<file path="src/design/ipv6p_pkg.sv">
// Shared widths, character codes and register codes for the IPv6 text parser.
// No dependencies; used by the interfaces, the top level and the checker.
package ipv6p_pkg;

  localparam int CHAR_W     = 8;
  localparam int GROUP_W    = 16;
  localparam int NUM_GROUPS = 8;
  localparam int HALF_W     = 64;
  localparam int PLEN_W     = 9;
  localparam int MODE_W     = 2;
  localparam int PFX_W      = 10;

  localparam int MAX_ADDR_CHARS_DEF = 39;
  localparam int PREFIX_MAX         = 128;

  localparam int APB_ADDR_W = 3;
  localparam int APB_DATA_W = 32;

  // Register indexes (word address)
  localparam logic [APB_ADDR_W-3:0] REG_PREFIX_MODE = '0;

  // prefix_mode codes
  localparam logic [MODE_W-1:0] MODE_NO_SLASH = 2'd0;
  localparam logic [MODE_W-1:0] MODE_IGNORE   = 2'd1;
  localparam logic [MODE_W-1:0] MODE_PARSE    = 2'd2;

  // Character codes
  localparam logic [CHAR_W-1:0] CHAR_NUL   = 8'h00;
  localparam logic [CHAR_W-1:0] CHAR_COLON = 8'h3A;
  localparam logic [CHAR_W-1:0] CHAR_SLASH = 8'h2F;
  localparam logic [CHAR_W-1:0] CHAR_ZERO  = 8'h30;
  localparam logic [CHAR_W-1:0] CHAR_NINE  = 8'h39;

  // Prefix length when absent
  localparam logic signed [PLEN_W-1:0] PLEN_NONE = -9'sd1;

endpackage

</file>
<file path="src/design/ipv6p_char_if.sv">
// Character channel: one text character per beat with an end-of-text flag.
// Depends on ipv6p_pkg.
interface ipv6p_char_if;
  logic                          valid;
  logic                          ready;
  logic [ipv6p_pkg::CHAR_W-1:0]  char_code;
  logic                          is_last;

  modport source (output valid, output char_code, output is_last, input ready);
  modport sink   (input valid, input char_code, input is_last, output ready);
endinterface

</file>
<file path="src/design/ipv6p_result_if.sv">
// Result channel: one 64-bit address half per beat plus status fields.
// Depends on ipv6p_pkg.
interface ipv6p_result_if;
  logic                                valid;
  logic                                ready;
  logic [ipv6p_pkg::HALF_W-1:0]        addr_half;
  logic                                half_index;
  logic                                parse_ok;
  logic signed [ipv6p_pkg::PLEN_W-1:0] prefix_len;
  logic                                final_result;

  modport source (output valid, output addr_half, output half_index, output parse_ok,
                  output prefix_len, output final_result, input ready);
  modport sink   (input valid, input addr_half, input half_index, input parse_ok,
                  input prefix_len, input final_result, output ready);
endinterface

</file>
<file path="src/design/ipv6_text_address_parser_top.sv">
// IPv6 text address parser. Takes one character per cycle unless stalled; each beat
// updates the group, gap and error registers, so the sustained rate is one character
// per clock while the input is not stalled. The beat marked is_last produces two result
// beats (address bytes 0..7, then 8..15), loaded into the result pair register; the pair
// register and a one-deep skid of finished pairs let characters keep flowing while
// results wait. The input stalls only while both the output pair and the skid hold
// unsent results. Depends on ipv6p_pkg, ipv6p_char_if and ipv6p_result_if.
module ipv6_text_address_parser_top #(
  parameter int MAX_ADDR_CHARS = ipv6p_pkg::MAX_ADDR_CHARS_DEF
) (
  input  logic                              clk,
  input  logic                              rst,
  ipv6p_char_if.sink                        chars,
  ipv6p_result_if.source                    result,
  input  logic                              psel,
  input  logic                              penable,
  input  logic                              pwrite,
  input  logic [ipv6p_pkg::APB_ADDR_W-1:0]  paddr,
  input  logic [ipv6p_pkg::APB_DATA_W-1:0]  pwdata,
  output logic [ipv6p_pkg::APB_DATA_W-1:0]  prdata,
  output logic                              pready
);

  localparam int AC_W = $clog2(MAX_ADDR_CHARS + 2);
  localparam int GW   = ipv6p_pkg::GROUP_W;
  localparam int HW   = ipv6p_pkg::HALF_W;
  localparam int PW   = ipv6p_pkg::PLEN_W;
  localparam int FW   = ipv6p_pkg::PFX_W;

  typedef enum logic [2:0] {
    PH_NEW, PH_FIELD, PH_COLON, PH_PFX_DIG, PH_SKIP, PH_PFX_REST
  } phase_t;

  // Hex digit decode: {valid, value}
  function automatic logic [4:0] hex_digit(input logic [ipv6p_pkg::CHAR_W-1:0] c);
    logic [4:0] r;
    r = 5'd0;
    if (c >= 8'h30 && c <= 8'h39) r = {1'b1, 4'(c - 8'h30)};
    else if (c >= 8'h41 && c <= 8'h46) r = {1'b1, 4'(c - 8'h37)};
    else if (c >= 8'h61 && c <= 8'h66) r = {1'b1, 4'(c - 8'h57)};
    return r;
  endfunction

  // Configuration register
  logic [ipv6p_pkg::MODE_W-1:0] prefix_mode;
  logic                         cfg_wr;
  logic [ipv6p_pkg::APB_ADDR_W-3:0] cfg_idx;

  assign pready  = 1'b1;
  assign cfg_idx = paddr[ipv6p_pkg::APB_ADDR_W-1:2];
  assign cfg_wr  = psel && penable && pwrite && pready;
  assign prdata  = (cfg_idx == ipv6p_pkg::REG_PREFIX_MODE) ?
                   {{(ipv6p_pkg::APB_DATA_W-ipv6p_pkg::MODE_W){1'b0}}, prefix_mode} : '0;

  always_ff @(posedge clk) begin
    if (rst) begin
      prefix_mode <= ipv6p_pkg::MODE_NO_SLASH;
    end else if (cfg_wr && cfg_idx == ipv6p_pkg::REG_PREFIX_MODE) begin
      prefix_mode <= pwdata[ipv6p_pkg::MODE_W-1:0];
    end
  end

  // Parse state
  logic [GW-1:0]   group_store [ipv6p_pkg::NUM_GROUPS];
  logic [3:0]      group_count;
  logic [GW-1:0]   segment_value;
  logic [2:0]      segment_digits;
  logic [3:0]      gap_position;
  logic            gap_seen;
  phase_t          parse_phase;
  logic [AC_W-1:0] address_chars;
  logic            error_flag;
  logic [FW-1:0]   prefix_value;
  logic [2:0]      prefix_chars;

  // Next-state values
  logic [3:0]      group_count_next;
  logic [GW-1:0]   segment_value_next;
  logic [2:0]      segment_digits_next;
  logic [3:0]      gap_position_next;
  logic            gap_seen_next;
  phase_t          parse_phase_next;
  logic [AC_W-1:0] address_chars_next;
  logic            error_flag_next;
  logic [FW-1:0]   prefix_value_next;
  logic [2:0]      prefix_chars_next;
  logic            wr_en;
  logic [2:0]      wr_idx;
  logic [GW-1:0]   wr_val;

  // Final result of the text
  logic            fin_ok;
  logic [HW-1:0]   fin_h0;
  logic [HW-1:0]   fin_h1;
  logic signed [PW-1:0] fin_plen;

  logic            in_fire;
  logic [ipv6p_pkg::CHAR_W-1:0] c;
  assign c = chars.char_code;

  // Per-character update and end-of-text assembly
  always_comb begin
    logic         in_addr;
    logic [4:0]   hd;
    logic [3:0]   k;
    logic [4:0]   gap_end;
    logic [4:0]   src;
    logic [GW-1:0] v;
    logic [GW-1:0] gs_cur [ipv6p_pkg::NUM_GROUPS];
    logic [2*HW-1:0] flat;

    group_count_next    = group_count;
    segment_value_next  = segment_value;
    segment_digits_next = segment_digits;
    gap_position_next   = gap_position;
    gap_seen_next       = gap_seen;
    parse_phase_next    = parse_phase;
    address_chars_next  = address_chars;
    error_flag_next     = error_flag;
    prefix_value_next   = prefix_value;
    prefix_chars_next   = prefix_chars;
    wr_en  = 1'b0;
    wr_idx = group_count[2:0];
    wr_val = segment_value;
    hd     = hex_digit(c);
    in_addr = (parse_phase == PH_NEW) || (parse_phase == PH_FIELD) ||
              (parse_phase == PH_COLON);

    if (in_addr) begin
      if (c == ipv6p_pkg::CHAR_NUL ||
          (c == ipv6p_pkg::CHAR_SLASH && prefix_mode != ipv6p_pkg::MODE_NO_SLASH)) begin
        // End of address: close an open field
        if (parse_phase_next == PH_FIELD) begin
          if (group_count_next >= 4'(ipv6p_pkg::NUM_GROUPS)) begin
            error_flag_next  = 1'b1;
            parse_phase_next = PH_SKIP;
          end else begin
            wr_en  = 1'b1;
            wr_idx = group_count_next[2:0];
            wr_val = segment_value_next;
            group_count_next    = group_count_next + 4'd1;
            segment_value_next  = '0;
            segment_digits_next = '0;
          end
        end
        if (!error_flag_next) begin
          if (c == ipv6p_pkg::CHAR_SLASH && prefix_mode >= ipv6p_pkg::MODE_PARSE) begin
            parse_phase_next  = PH_PFX_DIG;
            prefix_chars_next = 3'd1;
          end else begin
            parse_phase_next = PH_SKIP;
          end
        end
      end else begin
        // Address character
        if (address_chars <= AC_W'(MAX_ADDR_CHARS)) begin
          address_chars_next = address_chars + AC_W'(1);
        end
        if (address_chars_next > AC_W'(MAX_ADDR_CHARS)) begin
          error_flag_next  = 1'b1;
          parse_phase_next = PH_SKIP;
        end else if (c == ipv6p_pkg::CHAR_COLON) begin
          if (parse_phase == PH_COLON) begin
            // Double colon
            if (gap_seen) begin
              error_flag_next  = 1'b1;
              parse_phase_next = PH_SKIP;
            end else begin
              gap_seen_next     = 1'b1;
              gap_position_next = group_count;
              parse_phase_next  = PH_NEW;
            end
          end else begin
            if (group_count >= 4'(ipv6p_pkg::NUM_GROUPS)) begin
              error_flag_next  = 1'b1;
              parse_phase_next = PH_SKIP;
            end else begin
              wr_en  = 1'b1;
              wr_idx = group_count[2:0];
              wr_val = segment_value;
              group_count_next    = group_count + 4'd1;
              segment_value_next  = '0;
              segment_digits_next = '0;
              parse_phase_next    = PH_COLON;
            end
          end
        end else if (hd[4]) begin
          if (parse_phase != PH_FIELD) begin
            segment_value_next  = '0;
            segment_digits_next = '0;
          end
          segment_digits_next = segment_digits_next + 3'd1;
          if (segment_digits_next > 3'd4) begin
            error_flag_next  = 1'b1;
            parse_phase_next = PH_SKIP;
          end else begin
            segment_value_next = {segment_value_next[GW-5:0], hd[3:0]};
            parse_phase_next   = PH_FIELD;
          end
        end else begin
          error_flag_next  = 1'b1;
          parse_phase_next = PH_SKIP;
        end
      end
    end else if (parse_phase == PH_PFX_DIG || parse_phase == PH_PFX_REST) begin
      // Prefix text
      if (c == ipv6p_pkg::CHAR_NUL) begin
        parse_phase_next = PH_SKIP;
      end else begin
        if (prefix_chars < 3'd7) prefix_chars_next = prefix_chars + 3'd1;
        if (prefix_chars_next > 3'd4) begin
          error_flag_next = 1'b1;
        end else if (parse_phase == PH_PFX_DIG && c >= ipv6p_pkg::CHAR_ZERO &&
                     c <= ipv6p_pkg::CHAR_NINE) begin
          prefix_value_next = (prefix_value << 3) + (prefix_value << 1) +
                              FW'(c - ipv6p_pkg::CHAR_ZERO);
        end else begin
          parse_phase_next = PH_PFX_REST;
        end
      end
    end

    // End of text: close the last field
    if (chars.is_last && parse_phase_next == PH_FIELD) begin
      if (group_count_next >= 4'(ipv6p_pkg::NUM_GROUPS)) begin
        error_flag_next = 1'b1;
      end else begin
        wr_en  = 1'b1;
        wr_idx = group_count_next[2:0];
        wr_val = segment_value_next;
        group_count_next = group_count_next + 4'd1;
      end
    end
    if (prefix_value_next > FW'(ipv6p_pkg::PREFIX_MAX)) error_flag_next = 1'b1;
    fin_ok = !error_flag_next &&
             (gap_seen_next || group_count_next == 4'(ipv6p_pkg::NUM_GROUPS));

    // Expand the gap into zero groups
    k       = gap_seen_next ? (4'(ipv6p_pkg::NUM_GROUPS) - group_count_next) : 4'd0;
    gap_end = {1'b0, gap_position_next} + {1'b0, k};
    for (int i = 0; i < ipv6p_pkg::NUM_GROUPS; i++) begin
      gs_cur[i] = (wr_en && wr_idx == 3'(i)) ? wr_val : group_store[i];
    end
    flat = '0;
    for (int i = 0; i < ipv6p_pkg::NUM_GROUPS; i++) begin
      src = 5'(i) - {1'b0, k};
      if (!gap_seen_next || 5'(i) < {1'b0, gap_position_next}) v = gs_cur[i];
      else if (5'(i) < gap_end) v = '0;
      else v = gs_cur[src[2:0]];
      flat[2*HW-1-GW*i -: GW] = fin_ok ? v : '0;
    end
    fin_h0 = flat[2*HW-1:HW];
    fin_h1 = flat[HW-1:0];
    fin_plen = (fin_ok && prefix_mode >= ipv6p_pkg::MODE_PARSE && prefix_chars_next != 3'd0) ?
               $signed(prefix_value_next[PW-1:0]) : ipv6p_pkg::PLEN_NONE;
  end

  // Result pair register and skid
  logic                 pair_valid;
  logic                 sel;
  logic [HW-1:0]        pair_h0, pair_h1;
  logic                 pair_ok;
  logic signed [PW-1:0] pair_plen;
  logic                 sk_valid;
  logic [HW-1:0]        sk_h0, sk_h1;
  logic                 sk_ok;
  logic signed [PW-1:0] sk_plen;
  logic                 out_fire;
  logic                 pair_free;
  logic                 new_final;

  assign chars.ready = !sk_valid;
  assign in_fire     = chars.valid && chars.ready;
  assign new_final   = in_fire && chars.is_last;
  assign out_fire    = result.valid && result.ready;
  assign pair_free   = !pair_valid || (out_fire && sel);

  assign result.valid        = pair_valid;
  assign result.addr_half    = sel ? pair_h1 : pair_h0;
  assign result.half_index   = sel;
  assign result.parse_ok     = pair_ok;
  assign result.prefix_len   = pair_plen;
  assign result.final_result = sel;

  // Parse state and output control
  always_ff @(posedge clk) begin
    if (rst) begin
      group_count    <= '0;
      segment_value  <= '0;
      segment_digits <= '0;
      gap_position   <= '0;
      gap_seen       <= 1'b0;
      parse_phase    <= PH_NEW;
      address_chars  <= '0;
      error_flag     <= 1'b0;
      prefix_value   <= '0;
      prefix_chars   <= '0;
      pair_valid     <= 1'b0;
      sel            <= 1'b0;
      sk_valid       <= 1'b0;
    end else begin
      if (in_fire) begin
        if (chars.is_last) begin
          group_count    <= '0;
          segment_value  <= '0;
          segment_digits <= '0;
          gap_position   <= '0;
          gap_seen       <= 1'b0;
          parse_phase    <= PH_NEW;
          address_chars  <= '0;
          error_flag     <= 1'b0;
          prefix_value   <= '0;
          prefix_chars   <= '0;
        end else begin
          group_count    <= group_count_next;
          segment_value  <= segment_value_next;
          segment_digits <= segment_digits_next;
          gap_position   <= gap_position_next;
          gap_seen       <= gap_seen_next;
          parse_phase    <= parse_phase_next;
          address_chars  <= address_chars_next;
          error_flag     <= error_flag_next;
          prefix_value   <= prefix_value_next;
          prefix_chars   <= prefix_chars_next;
        end
      end
      if (out_fire && !sel) sel <= 1'b1;
      if (pair_free) begin
        if (sk_valid) begin
          pair_valid <= 1'b1;
          sel        <= 1'b0;
          sk_valid   <= 1'b0;
        end else if (new_final) begin
          pair_valid <= 1'b1;
          sel        <= 1'b0;
        end else begin
          pair_valid <= 1'b0;
        end
      end else if (new_final) begin
        sk_valid <= 1'b1;
      end
    end
  end

  // Payload registers
  always_ff @(posedge clk) begin
    if (in_fire && wr_en) group_store[wr_idx] <= wr_val;
    if (pair_free && sk_valid) begin
      pair_h0   <= sk_h0;
      pair_h1   <= sk_h1;
      pair_ok   <= sk_ok;
      pair_plen <= sk_plen;
    end else if (pair_free && new_final) begin
      pair_h0   <= fin_h0;
      pair_h1   <= fin_h1;
      pair_ok   <= fin_ok;
      pair_plen <= fin_plen;
    end
    if (!pair_free && new_final) begin
      sk_h0   <= fin_h0;
      sk_h1   <= fin_h1;
      sk_ok   <= fin_ok;
      sk_plen <= fin_plen;
    end
  end

endmodule

</file>
<file path="src/flat_wrapper.sv">
// flat-port wrapper written by rule: the top's interface ports become plain ports
module ipv6_text_address_parser_top_flat 
#(
  parameter int MAX_ADDR_CHARS = ipv6p_pkg::MAX_ADDR_CHARS_DEF
)
  (clk, rst, psel, penable, pwrite, paddr, pwdata, prdata, pready, chars_valid, chars_char_code, chars_is_last, chars_ready, result_valid, result_addr_half, result_half_index, result_parse_ok, result_prefix_len, result_final_result, result_ready);
  ipv6p_char_if chars_i ();
  ipv6p_result_if result_i ();
  input  logic clk;
  input  logic rst;
  input  logic psel;
  input  logic penable;
  input  logic pwrite;
  input  logic [ipv6p_pkg::APB_ADDR_W-1:0] paddr;
  input  logic [ipv6p_pkg::APB_DATA_W-1:0] pwdata;
  output logic [ipv6p_pkg::APB_DATA_W-1:0] prdata;
  output logic pready;
  input wire logic [$bits(chars_i.valid)-1:0] chars_valid;
  input wire logic [$bits(chars_i.char_code)-1:0] chars_char_code;
  input wire logic [$bits(chars_i.is_last)-1:0] chars_is_last;
  output wire logic [$bits(chars_i.ready)-1:0] chars_ready;
  output wire logic [$bits(result_i.valid)-1:0] result_valid;
  output wire logic [$bits(result_i.addr_half)-1:0] result_addr_half;
  output wire logic [$bits(result_i.half_index)-1:0] result_half_index;
  output wire logic [$bits(result_i.parse_ok)-1:0] result_parse_ok;
  output wire logic [$bits(result_i.prefix_len)-1:0] result_prefix_len;
  output wire logic [$bits(result_i.final_result)-1:0] result_final_result;
  input wire logic [$bits(result_i.ready)-1:0] result_ready;
  assign chars_i.valid = chars_valid;
  assign chars_i.char_code = chars_char_code;
  assign chars_i.is_last = chars_is_last;
  assign chars_ready = chars_i.ready;
  assign result_valid = result_i.valid;
  assign result_addr_half = result_i.addr_half;
  assign result_half_index = result_i.half_index;
  assign result_parse_ok = result_i.parse_ok;
  assign result_prefix_len = result_i.prefix_len;
  assign result_final_result = result_i.final_result;
  assign result_i.ready = result_ready;
  ipv6_text_address_parser_top #(.MAX_ADDR_CHARS(MAX_ADDR_CHARS)) u_core (.clk(clk), .rst(rst), .chars(chars_i), .result(result_i), .psel(psel), .penable(penable), .pwrite(pwrite), .paddr(paddr), .pwdata(pwdata), .prdata(prdata), .pready(pready));
endmodule
</file>
<file path="config.mk">
export PLATFORM = sky130hd
export DESIGN_NAME = ipv6_text_address_parser_top_flat
export DESIGN_NICKNAME = d
export VERILOG_FILES = /design/src/design/ipv6p_pkg.sv /design/src/design/ipv6p_char_if.sv /design/src/design/ipv6p_result_if.sv /design/src/design/ipv6_text_address_parser_top.sv /design/src/flat_wrapper.sv
export SDC_FILE = /design/constraint.sdc
export NUM_CORES = 1
export LEC_CHECK = 0
export BUFFER_PORTS_ARGS = -buffer_cell sky130_fd_sc_hd__buf_4
export CORE_MARGIN = 2
export CORE_UTILIZATION = 35
export CTS_CLUSTER_DIAMETER = 200
export DETAILED_ROUTE_END_ITERATION = 10
export MAX_ROUTING_LAYER = met4
export SYNTH_ARGS = -nofsm -noshare
export SYNTH_HDL_FRONTEND = slang
export SYNTH_SLANG_ARGS = --single-unit
export TNS_END_PERCENT = 5
</file>
<file path="constraint.sdc">
create_clock -name clk -period 11.49 [get_ports clk]
set_input_delay 2.298 -clock clk [delete_from_list [all_inputs] [get_ports clk]]
set_output_delay 2.298 -clock clk [all_outputs]
set_load 0.02 [all_outputs]
</file>
* Word level (Yosys, flattened, before mapping)
Memories as Yosys holds them, arrays and structs flattened. Index checks and enable logic that the tools add are counted. W data, S select, Z words.
Cells by class: muxes and demuxes 201, eq/ne operators 20, order comparisons 39, add/sub/neg operators 21, bitwise operators 9, reductions and logical operators 62
Operators by type and width (number):
- $mux W16 | 61
- $bmux W16 S3 | 8
- $mux W64 | 5
- $mux W3 | 46
- $mux W4 | 18
- $mux W10 | 6
- $mux W1 | 44
- $ge A4 B4 Y1 const B | 10
- $mux W6 | 6
- $not A3 Y4 | 8
- $logic_and A1 B1 Y1 | 31
- $mux W9 | 3
- $add A10 B10 Y10 | 2
- $lt A3 B5 Y1 const A | 4
- $eq A8 B6 Y1 const B | 2
- $ge A8 B7 Y1 const B | 2
- $le A8 B7 Y1 const B | 2
- $lt A3 B4 Y1 const A | 4
- $eq A3 B3 Y1 const B | 5
- $mux W5 | 3
- $logic_or A1 B1 Y1 | 14
- $eq A3 B2 Y1 const B | 4
- $sub A3 B3 Y3 const A | 4
- $gt A10 B8 Y1 const B | 1
- other kinds (38) | 59
Storage, ports and cells: memories kept 1, RAM bits 128, logic and storage cells 375, output and inout bits 111, register bits 332, bits of input ports 51
Memories:
- u_core.group_store | depth 8, width 16, read ports 8, clocked after memory_dff 0, write ports 1, line ipv6_text_address_parser_top.sv:64 | logic [GW-1:0] group_store [ipv6p_pkg::NUM_GROUPS];

* Logic depth before layout (Yosys ltp)
depth in word-level cells 33, depth in mapped cells 31

* Worst setup path after synthesis
No wires, ideal clock.
path type input to register, from in chars_is_last, to reg u_core.pair_h0[0] (enable), cell stages on the path 3, arrival time 9.378 ns, setup time 0.681 ns, setup slack 1.431 ns, path through clkbuf_1 > a21oi_1 > a21oi_1
On the way: word-level cells in the longest chain between the ends 3
Ends and longest elaborated chain:
- from (decl) | line flat_wrapper.sv:20 | input wire logic [$bits(chars_i.is_last)-1:0] chars_is_last;
- $logic_and A1 B1 Y1 | line ipv6_text_address_parser_top.sv:274 | assign new_final = in_fire && chars.is_last;
- $logic_and A1 B1 Y1 | line ipv6_text_address_parser_top.sv:353 | end else if (pair_free && new_final) begin
- $reduce_bool A2 Y1 (no source line)
- to (signal assigned) | line ipv6_text_address_parser_top.sv:349 | pair_h0 <= sk_h0;
- to (signal assigned) | line ipv6_text_address_parser_top.sv:354 | pair_h0 <= fin_h0;
- to (decl) | line ipv6_text_address_parser_top.sv:261 | logic [HW-1:0] pair_h0, pair_h1;
Every way passes these cells. A chain may end at the register's enable or synchronous reset.

* Final worst setup path
from in chars_char_code[0], to reg u_core.pair_h0[51] (data pin)
On the way: word-level cells in the longest chain between the ends 25
Ends and longest elaborated chain:
- from (decl) | line flat_wrapper.sv:19 | input wire logic [$bits(chars_i.char_code)-1:0] chars_char_code;
- $ge A8 B7 Y1 or $le A8 B7 Y1 (tied branches) | line ipv6_text_address_parser_top.sv:40 | else if (c >= 8'h61 && c <= 8'h66) r = {1'b1, 4'(c - 8'h57)};
- $logic_and A1 B1 Y1 | line ipv6_text_address_parser_top.sv:40
- $mux W5 | line ipv6_text_address_parser_top.sv:40
- $mux W5 | line ipv6_text_address_parser_top.sv:39 | else if (c >= 8'h41 && c <= 8'h46) r = {1'b1, 4'(c - 8'h37)};
- $mux W5 | line ipv6_text_address_parser_top.sv:38 | if (c >= 8'h30 && c <= 8'h39) r = {1'b1, 4'(c - 8'h30)};
- $mux W3 | line ipv6_text_address_parser_top.sv:187 | end else if (hd[4]) begin
- $mux W3 | line ipv6_text_address_parser_top.sv:162 | end else if (c == ipv6p_pkg::CHAR_COLON) begin
- $mux W3 | line ipv6_text_address_parser_top.sv:159 | if (address_chars_next > AC_W'(MAX_ADDR_CHARS)) begin
- (+8 left out)
- $not A3 Y4 (implied by the code) | line ipv6_text_address_parser_top.sv:249 | else v = gs_cur[src[2:0]];
- $bmux W16 S3 | line ipv6_text_address_parser_top.sv:249
- $mux W16 (implied by the code) (2 in series) | line ipv6_text_address_parser_top.sv:249
- $mux W16 | line ipv6_text_address_parser_top.sv:248 | else if (5'(i) < gap_end) v = '0;
- $mux W16 | line ipv6_text_address_parser_top.sv:247 | if (!gap_seen_next || 5'(i) < {1'b0, gap_position_next}) v = gs_cur[i];
- $mux W16 (*) | line ipv6_text_address_parser_top.sv:250 | flat[2*HW-1-GW*i -: GW] = fin_ok ? v : '0;
- $mux W64 (*) | line ipv6_text_address_parser_top.sv:353
- $mux W64 (*) | line ipv6_text_address_parser_top.sv:348 | if (pair_free && sk_valid) begin
Every way passes the cells marked *; elsewhere a longest branch is shown, timed or not. The select of a mux whose other input is x is not followed.

==> reports/metrics.yaml <==
status:
  status: "finished, final reports clean"
grt:
  grt_pass1_vias: 22909
  track_usage_pct: 25.27
  top_usage_layer: "met2"
  use_met3_pct: 4.455
  use_met2_pct: 37.46
  grt_use_met1_pct: 33.97
  antenna_found_initial: 2
  grt_overflow_total: 0
  grt_max_degree: 131
  grt_pass1_wl_um: 157800
yosys:
  synth_top_area_share_pct: 41.44
  synth_edf_count: 404
  synth_seq_cells: 460
  async_flop_share_pct: 0
  ys_types: 101
  syn_inst: 3005
  yosysTopAreaCell: "edfxtp_1"
  ys_seq_area_share_pct: 45.27
  syn_area_per_cell_um2: 9.742
  yosysWarnings: 0
  synthFlopType: "edfxtp_1"
  synth_area_leaders: "edfxtp_1 41%, mux2i_1 7.8%, nor2_1 5.6%"
  syn_area_mm2: 0.02928
setup_path:
  r2r-start: "u_core.parse_phase[1]$_SDFFE_PP0P_"
  r2r_end: "u_core.pair_h0[51]$_DFFE_PP_"
  worstSetupPathType: "primary input to flop"
  end_kind: "flop"
  cp_data_required_time_ps: 11960
  arrival_ps: 9880
  cp-start-kind: "primary input"
  r2r_cells: 23
  ff2ff_setup_slack_ps: 3370
  crit_path_max_fanout: 14
  startpoint: "chars_char_code[0]"
die:
  fp-row-count: 106
  pin_count: 162
  initial_core_util_pct: 35.15
  die_h_um: 293.2
  core-area_mm2: 0.08329
  dieWidth_um: 293.2
  dieArea_mm2: 0.08598
timing:
  min_period_over_period_pct: 81.87
  fin_hold_ws_ps: 460.3
  rsz0062_at_grt: "no"
  max_slew_margin_pct: 17.02
  hold_viol_final: 0
  tightestPinTransition_ps: 1245
  skew_ps: 32.13
  setup_slack_ps: 2084
  fin_setup_tns_ps: 0
  fin_crit_ps: 9406
  finalSetupViolCount: 0
  slew_viol_final: 0
  max_freq_mhz: 106.3
placed_design:
  place_area_mm2: 0.03100
  gp_congestion: 1.038
  dpl.hpwl_um: 75780
  portBuffers: 98
  dp.cells: 4048
  pre_cts_ws_ps: 1733
worst_hold_path:
  min_path_cells: 2
  hold_start: "u_core.segment_digits[1]$_SDFFE_PP0P_"
  hold_end: "u_core.segment_digits[1]$_SDFFE_PP0P_"
  hold_class: "flop to flop"
layout:
  mostFrequentLayoutCells: "432 x nor2_1, 404 x edfxtp_1, 264 x nand2_1, 224 x mux2i_1, 183 x a21oi_1"
  areaGrowthSynthToFinish_pct: 11.65
  multiInputGateArea_mm2: 0.01488
  final_common_cell: "nor2_1"
  nets: 3108
  final-seq-area_mm2: 0.01326
  fin_area_mm2: 0.03269
  num-fill-cells: 8288
  stdcell_count: 4141
  drive_gt1_share_pct: 15.85
route:
  drt-pass1-iter-count: 6
  num_vias: 25170
  drc_errors: 0
  drt_wl_total_um: 108800
  drt-initial-drc-count: 3476
  final_antenna_net_count: 0
  wl_per_cell_um: 26.27
  viasPerCell: 6.078
power:
  ir_worst_vdd_uv: 98.30
  powerDensity_mw_per_mm2: 113.9
  leakagePower_uw: 0.01164
clock_network:
  h-tree-depth: 2
  post_cts_buffers: 0
  clkLatencyLatePin_ps: 620
  cts_max_path_buffers: 3
  clock-root-buffer: "clkbuf_16"
  ctsResizeCount: 0
  path_clk_slew_ps: 60
  cts_tree: "done"
  holdBufCountCts: 0
  numCtsBuffers: 50
  clock_sinks: 460
run:
  maxCapViolCount: 0
-- routing by layer --
layer / routed length, um / vias up
li1: - / 11290
met1: 45030 / 12131
met2: 47760 / 1488
met3: 10830 / 261
met4: 5156 / 0
met5: 0 / -
-- kinds of logic (layout without fill, tap and decap cells) --
| group | after synthesis | count (layout) | share of synthesized area, % |
|---|---|---|---|
| simple gates | 988 | 988 | 14.99 |
| compound gates | 825 | 825 | 18.74 |
| flops | 460 | 460 | 45.27 |
| mux | 379 | 379 | 13.72 |
| buf+inv | 290 | 315 | 4.646 |
| fa+ha+maj | 37 | 37 | 1.761 |
| xor+xnor | 24 | 24 | 0.8420 |
| other cells | 2 | 33 | 0.02565 |
-- area by class of cell --
type | count | area share [%]
Inverter | 52 | 0.5972
Antenna cell | 2 | 0.01531
Tap cell | 1080 | 4.134
Clock inverter | 30 | 0.9876
Timing Repair Buffer | 172 | 4.027
Clock buffer | 61 | 4.146
Sequential cell | 460 | 40.56
Multi-Input combinational cell | 2284 | 45.54
-- worst max-delay path: stages --
cell      delay (ps)
buf_4            160
inv_1            190
ha_1             200
nand4b_1         210
nor2_2           530
nand3_2          290
a21oi_2          410
mux2i_4          430
inv_2            150
ha_1             290
and4_1           200
nor2_1           200
ha_1             260
xnor3_1          470
or2_2            310
inv_2             60
ha_1             250
o21ai_0          150
a211oi_2         660
nand2b_1         320
or3_1            480
nor3_1           750
a32oi_1          200
o21ai_1          180
o221a_2          210
-- through the flow --
step	utilization, %	total power, uW
final	39.24	3723
after global routing	39.24	3818
after CTS	39.24	3744
after detailed placement	37.22	2074
after global placement	37.22	2072
after floorplan	-	2017
-- state kept, by name, summed over array words and instances, names as in the netlist, 6 cells and up --
signal	count
u_core.sk_plen	9
u_core.group_store	128
u_core.result.prefix_len	9
u_core.sk_h1	64
u_core.pair_h0	64
u_core.segment_value	16
u_core.address_chars	6
u_core.pair_h1	64
u_core.prefix_value	10
u_core.sk_h0	64
-- cell usage after synthesis, drive strengths merged, types with 6 or more instances --
master and n:
or3 15, o22ai 85, and2 25, o21a 13, inv 52, a22o 13
a211o 8, nand2 266, and3 13, nand4 9, nor4 8, dfxtp 56
nor3b 6, a21o 14, o21ai 183, or2 13, xnor2 16, a32oi 10
nand3 68, xor2 7, a21oi 188, nor2 440, a221o 9, nand2b 23
a31oi 40, edfxtp 404, a221oi 15, nor2b 11, o211ai 28, a2bb2oi 6
a211oi 27, mux2i 235, buf 118, clkbuf 120, nor3 76, o2bb2ai 6
o31ai 25, mux2 144, o221ai 44, fa 7, ha 30, a22oi 51
o22a 6, a311oi 6
-- report_power, final --
part	switching [uW]	internal [uW]	leakage, uW
combinational	131	66.2	0.00639
sequential	10.4	1830	0.00443
clock	710	975	0.000817
total	851	2870	0.0116
-- worst max path at each step --
stage,to,slack [ps],cells after the start
after floorplan,u_core.pair_h0[0]$_DFFE_PP_,1430,3
after global placement,u_core.pair_h0[58]$_DFFE_PP_,1680,25
after detailed placement,u_core.pair_h0[31]$_DFFE_PP_,1730,24
after CTS,u_core.pair_h0[51]$_DFFE_PP_,2330,25
after global routing,u_core.pair_h0[51]$_DFFE_PP_,1750,25
final,u_core.pair_h0[51]$_DFFE_PP_,2080,25
Note: power is estimated with default switching activity, not from simulation.
